<file path="src/rtl/core/mwm3_pkg.sv">
// Shared types, constants and helpers for the masked 3D window mean block.
package mwm3_pkg;

    localparam int unsigned DEF_MAX_DIM_X = 32;
    localparam int unsigned DEF_MAX_DIM_Y = 32;
    localparam int unsigned DEF_MAX_DIM_Z = 32;

    localparam int unsigned SIZE_W  = 6;
    localparam int unsigned COORD_W = 5;
    localparam int unsigned HALF_W  = 5;
    localparam int unsigned VOXEL_W = 8;
    localparam int unsigned PLANE_W = 2 * SIZE_W;
    // Sizes are capped at 63, so every linear index and count fits in 18 bits.
    localparam int unsigned PTR_W   = 3 * SIZE_W;
    localparam int unsigned CNT_W   = 3 * SIZE_W;
    localparam int unsigned SUM_W   = CNT_W + 7;
    localparam int unsigned REM_W   = SUM_W + 8;
    localparam int unsigned QUOT_W  = 15;
    localparam int unsigned STEP_W  = $clog2(QUOT_W);
    localparam int unsigned OCNT_W  = 16;

    localparam int unsigned APB_AW = 4;
    localparam int unsigned APB_DW = 32;

    localparam logic [VOXEL_W-1:0] SKIP_CODE   = 8'd255;
    localparam logic [VOXEL_W-1:0] CLAMP_LEVEL = 8'd100;
    localparam logic [SIZE_W-1:0]  SIZE_RESET  = 6'd32;

    localparam logic ACT_LOAD  = 1'b0;
    localparam logic ACT_QUERY = 1'b1;

    typedef enum logic [1:0] {
        REG_SIZE_X = 2'd0,
        REG_SIZE_Y = 2'd1,
        REG_SIZE_Z = 2'd2
    } t_reg_idx;

    typedef struct packed {
        logic [SIZE_W-1:0] size_x;
        logic [SIZE_W-1:0] size_y;
        logic [SIZE_W-1:0] size_z;
    } t_cfg;

    typedef enum logic [3:0] {
        ST_IDLE,
        ST_MUL1,
        ST_MUL2,
        ST_BASE,
        ST_WRITE,
        ST_WALK,
        ST_DRAIN,
        ST_DINIT,
        ST_DIV,
        ST_DONE
    } t_state;

    typedef struct packed {
        logic accept;
        logic mul1;
        logic mul2;
        logic base;
        logic write;
        logic walk;
        logic dinit;
        logic div_step;
    } t_dp_cmd;

    typedef struct packed {
        logic q_empty;
        logic walk_last;
        logic cnt_zero;
        logic div_last;
    } t_dp_stat;

    // Register value limited to the built extent of its axis.
    function automatic logic [SIZE_W-1:0] eff_size(input logic [SIZE_W-1:0] r,
                                                   input int unsigned m);
        logic [SIZE_W-1:0] res;
        res = r;
        if (m < (1 << SIZE_W) && 32'(r) > m) begin
            res = SIZE_W'(m);
        end
        return res;
    endfunction

endpackage

</file>
<file path="src/rtl/core/mwm3_ctrl.sv">
// Sequencer for load and query requests.
module mwm3_ctrl (
    input  logic                i_clk,
    input  logic                i_rst_n,
    input  logic                start,
    input  logic                i_action,
    input  mwm3_pkg::t_dp_stat  i_stat,
    output mwm3_pkg::t_dp_cmd   o_cmd,
    output logic                busy,
    output logic                o_done
);
    import mwm3_pkg::*;

    t_state r_state, n_state;
    logic   r_is_query, n_is_query;

    always_ff @(posedge i_clk) begin
        if (!i_rst_n) begin
            r_state    <= ST_IDLE;
            r_is_query <= 1'b0;
        end else begin
            r_state    <= n_state;
            r_is_query <= n_is_query;
        end
    end

    always_comb begin
        n_state    = r_state;
        n_is_query = r_is_query;
        o_cmd      = '0;
        busy       = 1'b1;
        o_done     = 1'b0;
        unique case (r_state)
            ST_IDLE: begin
                busy = 1'b0;
                if (start) begin
                    o_cmd.accept = 1'b1;
                    n_is_query   = (i_action == ACT_QUERY);
                    n_state      = ST_MUL1;
                end
            end
            ST_MUL1: begin
                o_cmd.mul1 = 1'b1;
                // empty clipped window: nothing to read
                if (r_is_query && i_stat.q_empty) begin
                    n_state = ST_DONE;
                end else begin
                    n_state = ST_MUL2;
                end
            end
            ST_MUL2: begin
                o_cmd.mul2 = 1'b1;
                n_state    = ST_BASE;
            end
            ST_BASE: begin
                o_cmd.base = 1'b1;
                n_state    = r_is_query ? ST_WALK : ST_WRITE;
            end
            ST_WRITE: begin
                o_cmd.write = 1'b1;
                n_state     = ST_IDLE;
            end
            ST_WALK: begin
                o_cmd.walk = 1'b1;
                if (i_stat.walk_last) begin
                    n_state = ST_DRAIN;
                end
            end
            ST_DRAIN: begin
                n_state = ST_DINIT;
            end
            ST_DINIT: begin
                o_cmd.dinit = 1'b1;
                n_state     = i_stat.cnt_zero ? ST_DONE : ST_DIV;
            end
            ST_DIV: begin
                o_cmd.div_step = 1'b1;
                if (i_stat.div_last) begin
                    n_state = ST_DONE;
                end
            end
            ST_DONE: begin
                o_done  = 1'b1;
                n_state = ST_IDLE;
            end
            default: begin
                n_state = ST_IDLE;
            end
        endcase
    end

endmodule

</file>
<file path="config.mk">
export PLATFORM = sky130hd
export DESIGN_NAME = mwm3_ctrl
export DESIGN_NICKNAME = d
export VERILOG_FILES = /design/src/rtl/core/mwm3_pkg.sv /design/src/rtl/core/mwm3_ctrl.sv
export SDC_FILE = /design/constraint.sdc
export NUM_CORES = 1
export LEC_CHECK = 0
export BUFFER_PORTS_ARGS = -buffer_cell sky130_fd_sc_hd__buf_4
export CAP_MARGIN = 20
export CORE_AREA = 2 2 39 41
export CTS_CLUSTER_DIAMETER = 150
export DETAILED_ROUTE_END_ITERATION = 6
export DIE_AREA = 0 0 41 43
export SLEW_MARGIN = 20
export SYNTH_ARGS = -nofsm -noshare
export SYNTH_HDL_FRONTEND = slang
export SYNTH_SLANG_ARGS = --single-unit
</file>
<file path="constraint.sdc">
create_clock -name i_clk -period 1.5 [get_ports i_clk]
set_input_delay 0 -clock i_clk [delete_from_list [all_inputs] [get_ports i_clk]]
set_output_delay 0 -clock i_clk [all_outputs]
set_load 0.05 [all_outputs]
</file>
==> results of run 1 <==
registers in the layout, indices dropped and copies added, names as in the netlist:
| signal | count |
|---|---|
| r_state | 4 |
| r_is_query | 1 |
Yosys cell counts (all sizes together):
cell	count
nand2b	4
buf	5
nand2	5
a211oi	2
o21ba	1
nor4	1
nor3	4
a311oi	1
a21oi	3
dfxtp	5
mux2i	1
o21a	1
xnor2	1
nor4b	1
nor3b	1
nor2	5
o21ai	1
and3	1
nor2b	1
nand3	1
or3	1
mux2	1
o311a	1
o221ai	1
inv	2
metal layers:
layer | GRT usage | vias to the layer above
met5 | 0 | -
met4 | 0.1000 | 0
met3 | 0.01571 | 2
met2 | 0.1625 | 12
met1 | 0.1774 | 192
li1 | - | 223
through the flow:
stage | TNS [ns] | instances | hold slack, ns | instance area, um^2
after floorplan | -0.09286 | 51 | 0.1175 | 429.2
after global placement | 0 | 83 | 0.2438 | 568.0
after detailed placement | 0 | 83 | 0.2484 | 568.0
after CTS | 0 | 88 | 0.02585 | 605.6
after global routing | 0 | 88 | 0.07847 | 606.8
final | 0 | 88 | 0.03142 | 606.8
final cells by class:
type	count	area, um^2
multi-input combinational	39	282.8
clock buffer	4	26.28
tap	16	20.02
timing repair buffer	22	167.7
fill	148	777.0
sequential	5	102.6
inverter	2	7.507
final timing paths:
check                           startpoint    endpoint  slack [ns]
worst max-delay path            r_state[0]      o_done        0.11
worst min-delay path              i_action  r_is_query        0.03
worst max register to register  r_state[3]  r_state[0]        0.23
worst min register to register  r_is_query  r_is_query        0.53
power by group through the flow:
stage	Combinational, mW	Sequential, mW	Clock, mW
after global routing	0.835	0.285	0.167
after CTS	0.776	0.272	0.161
final	0.772	0.275	0.150
after detailed placement	0.772	0.272	0
after global placement	0.772	0.271	0
after floorplan	0.657	0.201	0
kinds of logic (layout without fill, tap and decap cells):
group,count (synthesis),after routing,synth area share
AO/OA/AOI/OAI,11,11,0.2019
multiplexers,2,2,0.05363
AND/OR/NAND/NOR,25,25,0.3691
flip-flops,5,5,0.2524
XOR/XNOR,1,1,0.02209
buffers and inverters,7,28,0.1010
worst min-delay path: cells and delay by family:
kind,cells,cell delay [ns]
simple gates,1,0.10
mux,1,0.05
buf+inv,1,0.07
timing repair:
action	in CTS	in global routing
endpoints found under the hold margin	1	0
resized for setup	1	1
gates cloned	0	0
setup endpoints to repair	2	3
hold buffers	1	0
==> results.toml, run 1 <==
[outcome]
status = "finished clean"

[route]
route.met2.wl_um = 405
via_count = 429
routed_wl_um = 905
first_iter_violations = 7
drcViolationCount = 0
met1_length_um = 428
dr_wl_met3_um = 55
drt_first_pass_iters = 3
topRoutingLayerUsed = "met4"
vias_per_cell = 4.875
wl_per_cell_um = 10.28
drtAntennaViolNets = 0

[power_and_ir_drop]
p_sw_frac = 0.5196
switchingPower_mw = 0.6219
internal_power_mw = 0.5749
power_mw = 1.197
ir_drop_mv = 0.8275
power.share.clock = 0.125
combPwrFrac = 0.645
leakage_nw = 0.2585
cellPowerDensity_nw_per_um2 = 1972
pwr-share-seq = 0.230

[synthesis]
synth_nets = 59
yosysSeqAreaShare = 0.2524
ys_ff_latch = 5
synth_area_leaders = "dfxtp_1, nand2b_1, nor4b_4, buf_4, nor3_1"
avgSynthCellArea_um2 = 7.777
synth_top_area_frac = 0.2524
postSynthCellCount = 51
yosys_warnings = 0
ys_types = 27
syn_area_um2 = 396.6
synth_largest_area_cell = "dfxtp_1"

[sta]
slew_violations = 0
relSlewSlack = 0.7496
fin_worst_skew_ns = 0.001820
rsz0062_at_grt = "no"
period_share = 0.9251
setup_viol = 0
setup_ws_ns = 0.1123
worst_pin_slew_ns = 0.3751
min_period_ns = 1.388
hold_viol_final = 0
max_freq_mhz = 720.6

[final_layout]
insertedDiodeCount = 0
layout_common_cells = "buf_4, nor2_1, nand2_1, nand2b_1"
final_common_cell = "buf_4"
fin_nets = 81
syn_to_final_growth_pct = 53.00
drive_gt1_frac = 0.4722
utilization = 0.4385

[floorplanning]
coreArea_um2 = 1384
row_count = 14
dieArea_um2 = 1763
die_x_um = 41
initial_core_util = 0.2866
die_y_um = 43
num_io_pins = 18

[critical_path]
cp_top_family = "flip-flops"
critPathCaptureType = "primary output"
critical_path.most_common_cell = "buf_4"
crit_buf_inv = 2
critPathLaunchType = "flop"
crit_fanout = 6
criticalPathCategory = "reg -> out"
path_cells = "buf_4 -> nand2_1 -> nor3b_2 -> buf_4"
cp.depth = 4
rr_worst_depth = 4
crit_required_ns = 1.50
crit_slowest_cell = "dfxtp_1"
cpPeakStageDelay_ns = 0.47
critPathArrivalTime_ns = 1.39

[grt]
grt_usage = 0.1256
grt-ovfl-total = 0
grt_antenna_before_repair = 0
grt_pass1_wl_mm = 1.511
grt_start_max_net_pins = 14
grt_pass1_vias = 384

[clocking]
cts-root-to-sink-buffers = 2
cts.clk_slew.worst_paths_ns = 0.04
cts_sinks = 5
clk_latency_ns = 0.24
cts_tree = "done"
cts_made_buffers = 3
h-tree-depth = 1
post_cts_buffers = 0
cts-root-buf = "clkbuf_4"

[place]
port_buffers = 17
post-dp-hpwl_um = 712.3
dp_worst_setup_slack_ns = 0.1524
gp_congestion = 0.7899

[worst_hold_path]
hp-class = "in -> reg"
hold_depth = 3

[run]
drv_cap = 0
Note: power is estimated with default switching activity, not from simulation.
==> run 2: changes to the inputs <==
--- a/config.mk
+++ b/config.mk
@@ -13,3 +13,2 @@
 export DIE_AREA = 0 0 41 43
-export SLEW_MARGIN = 20
 export SYNTH_ARGS = -nofsm -noshare
--- a/constraint.sdc
+++ b/constraint.sdc
@@ -3,2 +3,2 @@
 set_output_delay 0 -clock i_clk [all_outputs]
-set_load 0.05 [all_outputs]
+set_load 0.1 [all_outputs]
==> results.toml, run 2 (same netlist as run 1, synthesis figures left out) <==
[clocking]
cts.clk_slew.worst_paths_ns = 0.04
h-tree-depth = 1
cts_made_buffers = 3
cts_hold_repair.buffers = 0
cts_sinks = 5
cts-root-buf = "clkbuf_4"
cts-root-to-sink-buffers = 2
clk_latency_ns = 0.23
cts_tree = "done"

[route]
drtAntennaViolNets = 0
wl_per_cell_um = 11.01
via_count = 441
drt_first_pass_iters = 2
routed_wl_um = 969
drcViolationCount = 0
first_iter_violations = 4
vias_per_cell = 5.011

[sta]
worst_pin_slew_ns = 0.2715
max_freq_mhz = 715.8
period_share = 0.9313
slew_violations = 0
min_period_ns = 1.397
fin_worst_skew_ns = 0.0002180
relSlewSlack = 0.8182
hold_viol_final = 0
setup_ws_ns = 0.1030
rsz0062_at_grt = "no"
setup_viol = 0

[grt]
grtUsageMet1 = 0.1456
grt_antenna_before_repair = 0
grt_usage = 0.1308
met2_usage = 0.2000
grt-ovfl-total = 0
grt_start_max_net_pins = 13
grt_pass1_wl_mm = 1.518
grt_pass1_vias = 375
grt-busiest-layer = "met2"
use_met3 = 0.03141

[floorplanning]
coreArea_um2 = 1384
initial_core_util = 0.2866
num_io_pins = 18
die_x_um = 41
dieArea_um2 = 1763
die_y_um = 43
row_count = 14

[final_layout]
largest_reg_flops = 4
regMostFlops = "r_state"
final_common_cell = "buf_4"
fin_area_um2 = 654.4
fin_nets = 81
drive_gt1_frac = 0.5556
insertedDiodeCount = 0
n_fill_cell = 146
syn_to_final_growth_pct = 64.98
top_regs = "r_state: 4 flops, r_is_query: 1 flops"
layout_common_cells = "buf_4, nand2b_1"

[critical_path]
critPathCaptureType = "primary output"
rr_worst_depth = 4
criticalPathCategory = "reg -> out"
critPathLaunchType = "flop"
crit_fanout = 7
critPathArrivalTime_ns = 1.40
crit_required_ns = 1.50

[place]
gp_congestion = 0.7878
dp_worst_setup_slack_ns = 0.09529
postPlaceCellArea_um2 = 603.1
post-dp-hpwl_um = 782
port_buffers = 17

[run]
drv_cap = 0

[worst_hold_path]
hp-class = "in -> reg"
hold_depth = 2

[outcome]
status = "finished clean"
[run 2: final timing paths]
kind              startpoint          to  slack, ns
setup / recovery  r_state[3]    o_cmd[1]       0.10
setup reg to reg  r_state[2]  r_state[0]       0.21
hold / removal       i_rst_n  r_state[3]       0.03
hold reg to reg   r_is_query  r_is_query       0.53
[run 2: worst max-delay path, stage by stage, from the launching register on]
cell and delay (ns):
dfxtp_1 0.35, buf_4 0.19, nand2b_1 0.21, nor2_2 0.12, buf_4 0.29
[run 2: final cells by class]
class / instances / area [um^2] / share of cell area
inverter: 2 / 7.507 / 0.01147
sequential: 5 / 103.9 / 0.1587
timing repair buffer: 22 / 183.9 / 0.2811
multi-input combinational: 39 / 312.8 / 0.4780
tap: 16 / 20.02 / 0.03059
clock buffer: 4 / 26.28 / 0.04015
[run 2: through the flow]
| step | cells | utilization | setup TNS (ns) | hold WS, ns |
|---|---|---|---|---|
| CTS | 88 | 0.4593 | 0 | 0.02215 |
| global placement | 84 | 0.4358 | 0 | 0.2612 |
| floorplan | 51 | - | -2.346 | 0.1175 |
| finish | 88 | 0.4729 | 0 | 0.03438 |
| detailed placement | 84 | 0.4358 | 0 | 0.2607 |
| global route | 88 | 0.4729 | 0 | 0.009514 |
[run 2: routing by layer]
layer,up-vias,routed length (um)
met3,2,57
li1,225,-
met4,0,13
met1,200,422
met5,-,0
met2,14,475
[run 2: timing repair]
action	CTS	global route
buffers inserted	0	0
endpoints found under the setup margin	4	5
resized for setup	3	6
gates cloned	0	0
Power of run 2 is left out: the tool's default activity adds up to more than one toggle a clock period on the data nets, which glitch-free logic cannot reach.
