File: config.mk
export PLATFORM = sky130hd
export DESIGN_NAME = mwm3_cfg
export DESIGN_NICKNAME = d
export VERILOG_FILES = /design/src/rtl/core/mwm3_pkg.sv /design/src/rtl/core/mwm3_cfg.sv
export SDC_FILE = /design/constraint.sdc
export NUM_CORES = 1
export LEC_CHECK = 0
export BUFFER_PORTS_ARGS = -buffer_cell sky130_fd_sc_hd__buf_2
export CAP_MARGIN = 20
export CORE_ASPECT_RATIO = 1.4
export CORE_MARGIN = 2
export CORE_UTILIZATION = 34
export CTS_CLUSTER_DIAMETER = 30
export DETAILED_ROUTE_END_ITERATION = 7
export GPL_TIMING_DRIVEN = 0
export PLACE_DENSITY = 0.88
export SYNTH_ARGS = -nofsm -noshare
export SYNTH_HDL_FRONTEND = slang
export SYNTH_SLANG_ARGS = --single-unit
export TNS_END_PERCENT = 5
File: constraint.sdc
create_clock -name i_clk -period 1.1 [get_ports i_clk]
set_clock_uncertainty 0.15 [all_clocks]
set_input_delay 0.22 -clock i_clk [delete_from_list [all_inputs] [get_ports i_clk]]
set_output_delay 0.22 -clock i_clk [all_outputs]
set_load 0.02 [all_outputs]
File: src/rtl/core/mwm3_pkg.sv
// Shared types, constants and helpers for the masked 3D window mean block.
package mwm3_pkg;

    localparam int unsigned DEF_MAX_DIM_X = 32;
    localparam int unsigned DEF_MAX_DIM_Y = 32;
    localparam int unsigned DEF_MAX_DIM_Z = 32;

    localparam int unsigned SIZE_W  = 6;
    localparam int unsigned COORD_W = 5;
    localparam int unsigned HALF_W  = 5;
    localparam int unsigned VOXEL_W = 8;
    localparam int unsigned PLANE_W = 2 * SIZE_W;
    // Sizes are capped at 63, so every linear index and count fits in 18 bits.
    localparam int unsigned PTR_W   = 3 * SIZE_W;
    localparam int unsigned CNT_W   = 3 * SIZE_W;
    localparam int unsigned SUM_W   = CNT_W + 7;
    localparam int unsigned REM_W   = SUM_W + 8;
    localparam int unsigned QUOT_W  = 15;
    localparam int unsigned STEP_W  = $clog2(QUOT_W);
    localparam int unsigned OCNT_W  = 16;

    localparam int unsigned APB_AW = 4;
    localparam int unsigned APB_DW = 32;

    localparam logic [VOXEL_W-1:0] SKIP_CODE   = 8'd255;
    localparam logic [VOXEL_W-1:0] CLAMP_LEVEL = 8'd100;
    localparam logic [SIZE_W-1:0]  SIZE_RESET  = 6'd32;

    localparam logic ACT_LOAD  = 1'b0;
    localparam logic ACT_QUERY = 1'b1;

    typedef enum logic [1:0] {
        REG_SIZE_X = 2'd0,
        REG_SIZE_Y = 2'd1,
        REG_SIZE_Z = 2'd2
    } t_reg_idx;

    typedef struct packed {
        logic [SIZE_W-1:0] size_x;
        logic [SIZE_W-1:0] size_y;
        logic [SIZE_W-1:0] size_z;
    } t_cfg;

    typedef enum logic [3:0] {
        ST_IDLE,
        ST_MUL1,
        ST_MUL2,
        ST_BASE,
        ST_WRITE,
        ST_WALK,
        ST_DRAIN,
        ST_DINIT,
        ST_DIV,
        ST_DONE
    } t_state;

    typedef struct packed {
        logic accept;
        logic mul1;
        logic mul2;
        logic base;
        logic write;
        logic walk;
        logic dinit;
        logic div_step;
    } t_dp_cmd;

    typedef struct packed {
        logic q_empty;
        logic walk_last;
        logic cnt_zero;
        logic div_last;
    } t_dp_stat;

    // Register value limited to the built extent of its axis.
    function automatic logic [SIZE_W-1:0] eff_size(input logic [SIZE_W-1:0] r,
                                                   input int unsigned m);
        logic [SIZE_W-1:0] res;
        res = r;
        if (m < (1 << SIZE_W) && 32'(r) > m) begin
            res = SIZE_W'(m);
        end
        return res;
    endfunction

endpackage

File: src/rtl/core/mwm3_cfg.sv
// APB register file holding the three volume extents.
module mwm3_cfg (
    input  logic                          i_clk,
    input  logic                          i_rst_n,
    input  logic                          psel,
    input  logic                          penable,
    input  logic                          pwrite,
    input  logic [mwm3_pkg::APB_AW-1:0]   paddr,
    input  logic [mwm3_pkg::APB_DW-1:0]   pwdata,
    output logic [mwm3_pkg::APB_DW-1:0]   prdata,
    output logic                          pready,
    output mwm3_pkg::t_cfg                o_cfg
);
    import mwm3_pkg::*;

    t_cfg       r_cfg;
    logic       wr_en;
    t_reg_idx   reg_idx;

    assign wr_en   = psel & penable & pwrite;
    assign reg_idx = t_reg_idx'(paddr[3:2]);
    assign pready  = 1'b1;
    assign o_cfg   = r_cfg;

    always_ff @(posedge i_clk) begin
        if (!i_rst_n) begin
            r_cfg.size_x <= SIZE_RESET;
            r_cfg.size_y <= SIZE_RESET;
            r_cfg.size_z <= SIZE_RESET;
        end else if (wr_en) begin
            unique case (reg_idx)
                REG_SIZE_X: r_cfg.size_x <= pwdata[SIZE_W-1:0];
                REG_SIZE_Y: r_cfg.size_y <= pwdata[SIZE_W-1:0];
                REG_SIZE_Z: r_cfg.size_z <= pwdata[SIZE_W-1:0];
                default: ;
            endcase
        end
    end

    always_comb begin
        unique case (reg_idx)
            REG_SIZE_X: prdata = APB_DW'(r_cfg.size_x);
            REG_SIZE_Y: prdata = APB_DW'(r_cfg.size_y);
            REG_SIZE_Z: prdata = APB_DW'(r_cfg.size_z);
            default:    prdata = '0;
        endcase
    end

endmodule

==> impl_results.md, run 1 <==
- Clk_lat worst skew: 0.25 ns
- Final min period: 1.36 ns
- Ys async rst share: 0%
- Core Box Area: 0.00291 mm²
- Worst setup path start: o_cfg[16]$_SDFFE_PN0P_
- Nets: 224
- Worst r2r src: o_cfg[10]$_SDFFE_PN0P_
- # port buffers: 34
- Initial antenna violation count: 0
- Final hold viol count: 0
- Pre-antenna DRT Iters: 4
- CP max FO: 3
- Sum of negative setup slack: -1.64 ns
- Layout cell share with drive strength beyond 1: 56.0%
- Worst R2R Setup Slack: 0.22 ns
- Hold Crit Endpoint: o_cfg[9]$_SDFFE_PN0P_
- CP cell instances: mux2i_2, o21ai_2, buf_6
- Die Width: 50.9 µm
- Synth Area in XOR/XNOR: 0%
- CTS H-tree depth: 1
- Max reg flops: 18
- Count leader, synth: buf_4
- Vias in the first global route: 876
- Wire per inst: 11.3 µm
- Starting density of the core: 36.1%
- Slew Viols, Final: 0
- Cts bufs inserted: 3
- Mux contribution to synthesized area: 22.9%
- Logic pwr share: 21.9%
- Synth top area share: 34.4%
- Hold Path Stages: 3
- Seq pwr share: 43.2%
- ANT nets after route: 0
- # IOs: 92
- Synth cell types: 13
- Synth Area in Compound Gates: 2.86%
- Worst Path Required: 0.73 ns
- Tot GR Track Use: 14.2%
- DP Worst Slack: -0.280 ns
- Final WL: 2470 µm
- Reg2reg end: o_cfg[10]$_SDFFE_PN0P_
- Status: finished with violations
- Syn. warnings: 0
- Crit path depth: 3
- Crit path DAT: 0.99 ns
- Violated checks: setup timing
- Final core utilization: 58.5%
- Slowest cell on crit path: dfxtp_2
- Max-Cap Viols: 0
- CTS root buf: clkbuf_8
- Area Growth Syn to Fin: 62.1%
- Synth Cell Area: 0.00105 mm²
- Worst setup EP type: output pin
- Synth Instances: 117
- Switching pwr: 0.000416 W
- Share of the yosys chip area belonging to registers: 34.4%
- Largest net degree at the start of global routing: 11
- Most instantiated cells after synthesis: buf_4 (28), nand2_1 (26), mux2i_1 (24), dfxtp_1 (18), o21ai_0 (6)
- GRT overflow: 0
- Largest family of logic cells by synthesized area: buffers and inverters
- CTS tree: done
- R2R depth: 3
- Main area contributors after synthesis: dfxtp_1 (34%), mux2i_1 (23%), buf_4 (20%)
- Die Ht: 69.7 µm
- Primary FF master, synth: dfxtp_1
- Clock power frac: 34.9%
- Max Buffers Root-to-Sink: 2
- Fin cells: 219
- Final period util: 124%
- Hold path start: pwdata[3]
- Setup slack after layout: -0.261 ns
- Drc violations: 0
- Setup-failing EPs final: 11
- Switching Fraction: 26.9%
- Die area: 0.00355 mm²
- Critical setup path kind: flop to output pin
- Vias/cell: 4.20
- Clk slew on worst S/H paths: 0.07 ns
- Row Count: 23
- GP Congestion: 0.738
- Adder-Cell Fraction of Synth Area: 0%
- EDFF count, synth: 0
- Leakage: 0.827 nW
- Slowest stage delay, CP: 0.34 ns
- 1st-iter DRT viols: 19
- VDD IR-drop max: 0.497 mV
- DPL Wire Length: 1740 µm
- Yosys reg bits: 18
- RSZ-0062 raised after global routing: true
- Delay-heaviest family, CP: flip-flops
- Fmax: 0.735 GHz
- N_diodes: 0
- Syn avg cell area: 8.96 µm²
- Power Dens Cells: 910 mW/mm²
- Setup crit start kind: flop
- Hold Path Class: input pin to flop
- CP Buf/Inv Count: 1
- First-pass GRT wire length: 3910 µm
- CTS Sinks: 18
- Pint: 0.00113 W
- Yosys top cell by area: dfxtp_1
- Placed Instances: 213
- Simple-Gate Fraction of Synth Area: 16.2%
- DR vias: 920
## cells by family (layout without fill, tap and decap cells)
kind of cell | after synthesis | after routing
other | 2 | 27
flip-flops | 18 | 18
AO/OA/AOI/OAI | 6 | 6
multiplexers | 24 | 24
buffers and inverters | 32 | 72
AND/OR/NAND/NOR | 35 | 35
## final cells by class
class,instances,area [µm²]
timing repair buffer,36,352
sequential,18,385
multi-input combinational,92,603
tap,37,46.3
fill,264,1210
buffer,32,258
clock buffer,4,55.1
## power by group through the flow
stage / Clock, W / Combinational (W) / Sequential (W)
final: 0.000539 / 0.000339 / 0.000668
after global routing: 0.000567 / 0.000359 / 0.000669
after CTS: 0.000537 / 0.000323 / 0.000668
after detailed placement: 0 / 0.000304 / 0.000681
after global placement: 0 / 0.000302 / 0.000681
after floorplan: 0 / 0.000244 / 0.000691
## through the flow
| stage | power, W | hold WS, ns | cell area (µm²) |
|---|---|---|---|
| 3_3_place_gp | 0.000982 | 0.305 | 1410 |
| 2_1_floorplan | 0.000934 | 0.250 | 1200 |
| 5_1_grt | 0.00159 | 0.117 | 1700 |
| 3_5_place_dp | 0.000985 | 0.308 | 1410 |
| 6_report | 0.00155 | 0.108 | 1700 |
| 4_1_cts | 0.00153 | 0.110 | 1630 |
## worst register-to-register path: stages (launching register included)
cell	delay (ns)
dfxtp_2	0.35
buf_6	0.10
nand2_1	0.05
mux2i_1	0.15
## cells in the final DEF (no fill, tap or decap)
| cell type | synthesis | layout |
|---|---|---|
| mux2i_1 | 24 | 21 |
| buf_6 | 2 | 28 |
| conb_1 | 2 | 27 |
| dfxtp_4 | 0 | 1 |
| dfxtp_2 | 0 | 17 |
| nor2b_4 | 0 | 1 |
| clkbuf_8 | 0 | 4 |
| nand3_4 | 0 | 1 |
| clkbuf_2 | 0 | 1 |
| buf_12 | 0 | 1 |
| nand2_1 | 26 | 26 |
| o21ai_2 | 0 | 6 |
| nor2b_1 | 5 | 4 |
| clkbuf_1 | 2 | 1 |
| nor3_4 | 0 | 1 |
| or3b_1 | 1 | 1 |
| buf_4 | 28 | 28 |
| buf_2 | 0 | 8 |
| buf_8 | 0 | 1 |
| mux2i_2 | 0 | 3 |
| nor3b_4 | 0 | 1 |
## worst max path at each step
stage	to	slack, ns
6_report	prdata[4]	-0.26
2_1_floorplan	o_cfg[11]$_SDFFE_PN1P_	-0.14
3_3_place_gp	o_cfg[11]$_SDFFE_PN1P_	-0.26
5_1_grt	prdata[3]	-0.29
3_5_place_dp	o_cfg[6]$_SDFFE_PN0P_	-0.28
4_1_cts	prdata[3]	-0.25
## metal layers
metal / up-vias / part of all wire, % / track usage (%)
met2: 56 / 51 / 26.0
met3: 5 / 9.8 / 3.02
met5: - / 0 / 0
li1: 458 / - / -
met1: 401 / 38 / 14.9
met4: 0 / 1.6 / 6.61
## what timing repair did
item	CTS	global route
hold buffers	0	0
setup buffers	2	0
gates resized for setup	58	19
endpoints found under the setup margin	30	31
pin swaps	0	1
Note: power is estimated with default switching activity, not from simulation.
==> run 2: changes to the inputs <==
--- a/config.mk
+++ b/config.mk
@@ -7,2 +7,3 @@
 export LEC_CHECK = 0
+export ABC_AREA = 1
 export BUFFER_PORTS_ARGS = -buffer_cell sky130_fd_sc_hd__buf_2
@@ -14,4 +15,3 @@
 export DETAILED_ROUTE_END_ITERATION = 7
-export GPL_TIMING_DRIVEN = 0
-export PLACE_DENSITY = 0.88
+export PLACE_DENSITY = 0.87
 export SYNTH_ARGS = -nofsm -noshare
--- a/constraint.sdc
+++ b/constraint.sdc
@@ -4,2 +4,2 @@
 set_output_delay 0.22 -clock i_clk [all_outputs]
-set_load 0.02 [all_outputs]
+set_load 0.005 [all_outputs]
==> impl_results.md, run 2 <==
- CTS H-tree depth: 1 (unchanged)
- ANT nets after route: 0 (unchanged)
- Vias/cell: 4.45 (was 4.20)
- Largest net degree at the start of global routing: 19 (was 11)
- Final WL: 2790 µm (was 2470 µm)
- Layout cell share with drive strength beyond 1: 46.8% (was 56.0%)
- Synth Instances: 166 (was 117)
- Die area: 0.00371 mm² (was 0.00355 mm²)
- Area after DPL: 0.00130 mm² (was 0.00141 mm²)
- Synth Cell Area: 0.00110 mm² (was 0.00105 mm²)
- R2R depth: 3 (unchanged)
- Hold Buf Count CTS: 0 (unchanged)
- Worst setup EP type: output pin (unchanged)
- Setup crit start kind: flop (unchanged)
- Max reg flops: 18 (unchanged)
- Slowest cell on crit path: dfxtp_2 (unchanged)
- Vias in the first global route: 1068 (was 876)
- # IOs: 92 (unchanged)
- Yosys reg bits: 18 (unchanged)
- Critical setup path kind: flop to output pin (unchanged)
- CP Buf/Inv Count: 1 (unchanged)
- Fmax: 0.809 GHz (was 0.735 GHz)
- Pre-antenna DRT Iters: 4 (unchanged)
- Max Buffers Root-to-Sink: 2 (unchanged)
- DPL Wire Length: 1970 µm (was 1740 µm)
- Slew Viols, Final: 0 (unchanged)
- Slowest stage delay, CP: 0.34 ns (about the same)
- CP cell instances: nand2_2, nand3_2, buf_2 (was mux2i_2, o21ai_2, buf_6)
- Switching pwr: 0.000400 W (was 0.000416 W)
- GP Congestion: 0.814 (was 0.738)
- GRT overflow: 0 (unchanged)
- Syn. warnings: 0 (unchanged)
- Sum of negative setup slack: -0.809 ns (was -1.64 ns)
- Max-Cap Viols: 0 (unchanged)
- Drc violations: 0 (unchanged)
- # port buffers: 36 (was 34)
- Primary FF master, synth: dfxtp_1 (unchanged)
- Count leader, synth: nand2_1 (was buf_4)
- Share of the yosys chip area belonging to registers: 32.8% (was 34.4%)
- 1st-iter DRT viols: 42 (was 19)
- First-pass GRT wire length: 4460 µm (was 3910 µm)
- Synth Area in Compound Gates: 1.37% (was 2.86%)
- RSZ-0062 raised after global routing: true (unchanged)
- Clock power frac: 36.8% (was 34.9%)
- Hold Crit Endpoint: o_cfg[17]$_SDFFE_PN1P_ (was o_cfg[9]$_SDFFE_PN0P_)
- Pint: 0.00111 W (was 0.00113 W)
- Min Hold Slack: 0.0573 ns (was 0.108 ns)
- Die Ht: 71.3 µm (was 69.7 µm)
- Violated checks: setup timing (unchanged)
- Crit path DAT: 0.87 ns (was 0.99 ns)
- Delay-heaviest family, CP: flip-flops (unchanged)
- Clk slew on worst S/H paths: 0.07 ns (about the same)
- CTS Sinks: 18 (unchanged)
- Status: finished with violations (unchanged)
- Final min period: 1.24 ns (was 1.36 ns)
- CTS tree: done (unchanged)
- Reg2reg end: o_cfg[9]$_SDFFE_PN0P_ (was o_cfg[10]$_SDFFE_PN0P_)
- Switching Fraction: 26.4% (was 26.9%)
- Area Growth Syn to Fin: 42.3% (was 62.1%)
- Ys async rst share: 0% (unchanged)
- Hold Path Stages: 3 (unchanged)
- Power Dens Cells: 967 mW/mm² (was 910 mW/mm²)
- Logic pwr share: 18.4% (was 21.9%)
- Setup slack after layout: -0.136 ns (was -0.261 ns)
- DR vias: 1153 (was 920)
- Mux contribution to synthesized area: 0% (was 22.9%)
- Fin area: 0.00157 mm² (was 0.00170 mm²)
- Starting density of the core: 35.6% (was 36.1%)
- Commonest non-fill, non-tap cell in the layout: nand2_1
- Final period util: 112% (was 124%)
- Number of fill cells: 292 (was 264)
- Wire per inst: 10.8 µm (was 11.3 µm)
- Most instantiated cells after synthesis: nand2_1 (40), nor2_1 (31), buf_4 (28), nand3_1 (24), dfxtp_1 (18) (was buf_4 (28), nand2_1 (26), mux2i_1 (24), dfxtp_1 (18), o21ai_0 (6))
- Cts bufs inserted: 3 (unchanged)
- Worst R2R Setup Slack: 0.26 ns (was 0.22 ns)
- Clk_lat worst skew: 0.26 ns (was 0.25 ns)
- Worst Path Required: 0.73 ns (about the same)
- Syn avg cell area: 6.63 µm² (was 8.96 µm²)
- Final hold viol count: 0 (unchanged)
- Total power: 0.00151 W (was 0.00155 W)
- Adder-Cell Fraction of Synth Area: 0% (unchanged)
- Yosys top cell by area: dfxtp_1 (unchanged)
- Initial antenna violation count: 0 (unchanged)
- Largest family of logic cells by synthesized area: simple AND/OR/NAND/NOR gates (was buffers and inverters)
- EDFF count, synth: 0 (unchanged)
- VDD IR-drop max: 0.531 mV (was 0.497 mV)
- Tot GR Track Use: 15.5% (was 14.2%)
- N_diodes: 0 (unchanged)
- Simple-Gate Fraction of Synth Area: 39.9% (was 16.2%)
- Core Box Area: 0.00309 mm² (was 0.00291 mm²)
- Hold path start: pwdata[5] (was pwdata[3])
- Setup-failing EPs final: 8 (was 11)
- Synth cell types: 14 (was 13)
- Leakage: 0.809 nW (was 0.827 nW)
- Leading cell types in the layout, fill and taps excluded: nand2_1 (33), buf_2 (32), nor2_1 (29), conb_1 (27), nand3_1 (20) (was buf_6 (28), buf_4 (28), conb_1 (27), nand2_1 (26), mux2i_1 (21))
- Main area contributors after synthesis: dfxtp_1 (33%), buf_4 (19%), nand2_1 (14%) (was dfxtp_1 (34%), mux2i_1 (23%), buf_4 (20%))
- Row Count: 24 (was 23)
- Die Width: 52.1 µm (was 50.9 µm)
- Seq pwr share: 44.9% (was 43.2%)
- CP max FO: 3 (unchanged)
- Synth Area in XOR/XNOR: 0% (unchanged)
- CTS root buf: clkbuf_8 (unchanged)
- Worst r2r src: o_cfg[9]$_SDFFE_PN0P_ (was o_cfg[10]$_SDFFE_PN0P_)
- Hold Path Class: input pin to flop (unchanged)
- Synth top area share: 32.8% (was 34.4%)
- Nets: 262 (was 224)
run 2: changes by cell type in the layout (fill, tap and decap cells not counted), sizes merged:
cell / delta
buf: -8
clkbuf: -2
inv: +8
mux2i: -24
nand2: +14
nand3: +24
nor2: +37
nor2b: -5
nor3: -1
nor3b: -1
o21ai: -3
or3b: -1
run 2: cells by family after synthesis:
kind of cell	Yosys count
AO/OA/AOI/OAI	3
buffers and inverters	41
flip-flops	18
other	2
AND/OR/NAND/NOR	102
run 2: how the worst max path moves through the flow:
stage                            from         to  slack (ns)  depth (start not counted)
6_report        o_cfg[1]$_SDFFE_PN0P_  prdata[1]       -0.14                          3
5_1_grt         o_cfg[1]$_SDFFE_PN0P_  prdata[1]       -0.17                          3
4_1_cts        o_cfg[13]$_SDFFE_PN0P_  prdata[1]        -0.1                          3
3_5_place_dp                 paddr[3]  prdata[2]       -0.18                          6
3_3_place_gp                 paddr[3]  prdata[2]       -0.19                          6
2_1_floorplan                paddr[3]  prdata[0]        0.08                          4
run 2: area by class of cell:
type	instances	area (µm²)	share of cell area, %
clock buffer	4	55.1	3.52
inverter	8	35.0	2.24
multi-input combinational	132	613	39.2
sequential	18	383	24.5
tap	39	48.8	3.12
timing repair buffer	58	430	27.5
run 2: routing by layer:
metal,vias up,part of all wire [%],global-route usage (%)
met1,528,37,16.8
li1,568,-,-
met2,54,54,28.3
met4,0,1.1,6.43
met5,-,0,0
met3,3,8.2,3.33
run 2: worst min-delay path: cells and delay by family:
| kind | cells | cell delay [ns] |
|---|---|---|
| and+or+nand+nor | 2 | 0.11 |
| buffers and inverters | 1 | 0.10 |
run 2: stage by stage:
step	setup WS (ns)	utilization [%]	instances
floorplan	0.0775	-	191
global placement	-0.191	42.0	248
detailed placement	-0.179	42.0	248
CTS	-0.0997	48.4	256
global route	-0.169	50.6	259
finish	-0.136	50.6	259
run 2: power by group through the flow:
stage / clock [W] / combinational (W) / sequential, W
floorplan: 0 / 0.000194 / 0.000691
global placement: 0 / 0.000211 / 0.000690
detailed placement: 0 / 0.000213 / 0.000691
CTS: 0.000554 / 0.000255 / 0.000678
global route: 0.000581 / 0.000309 / 0.000681
finish: 0.000557 / 0.000278 / 0.000679
run 2: timing repair:
item	in CTS	in global routing
setup endpoints to repair	13	16
pin swaps	19	9
resized for setup	43	12
setup buffers	4	3
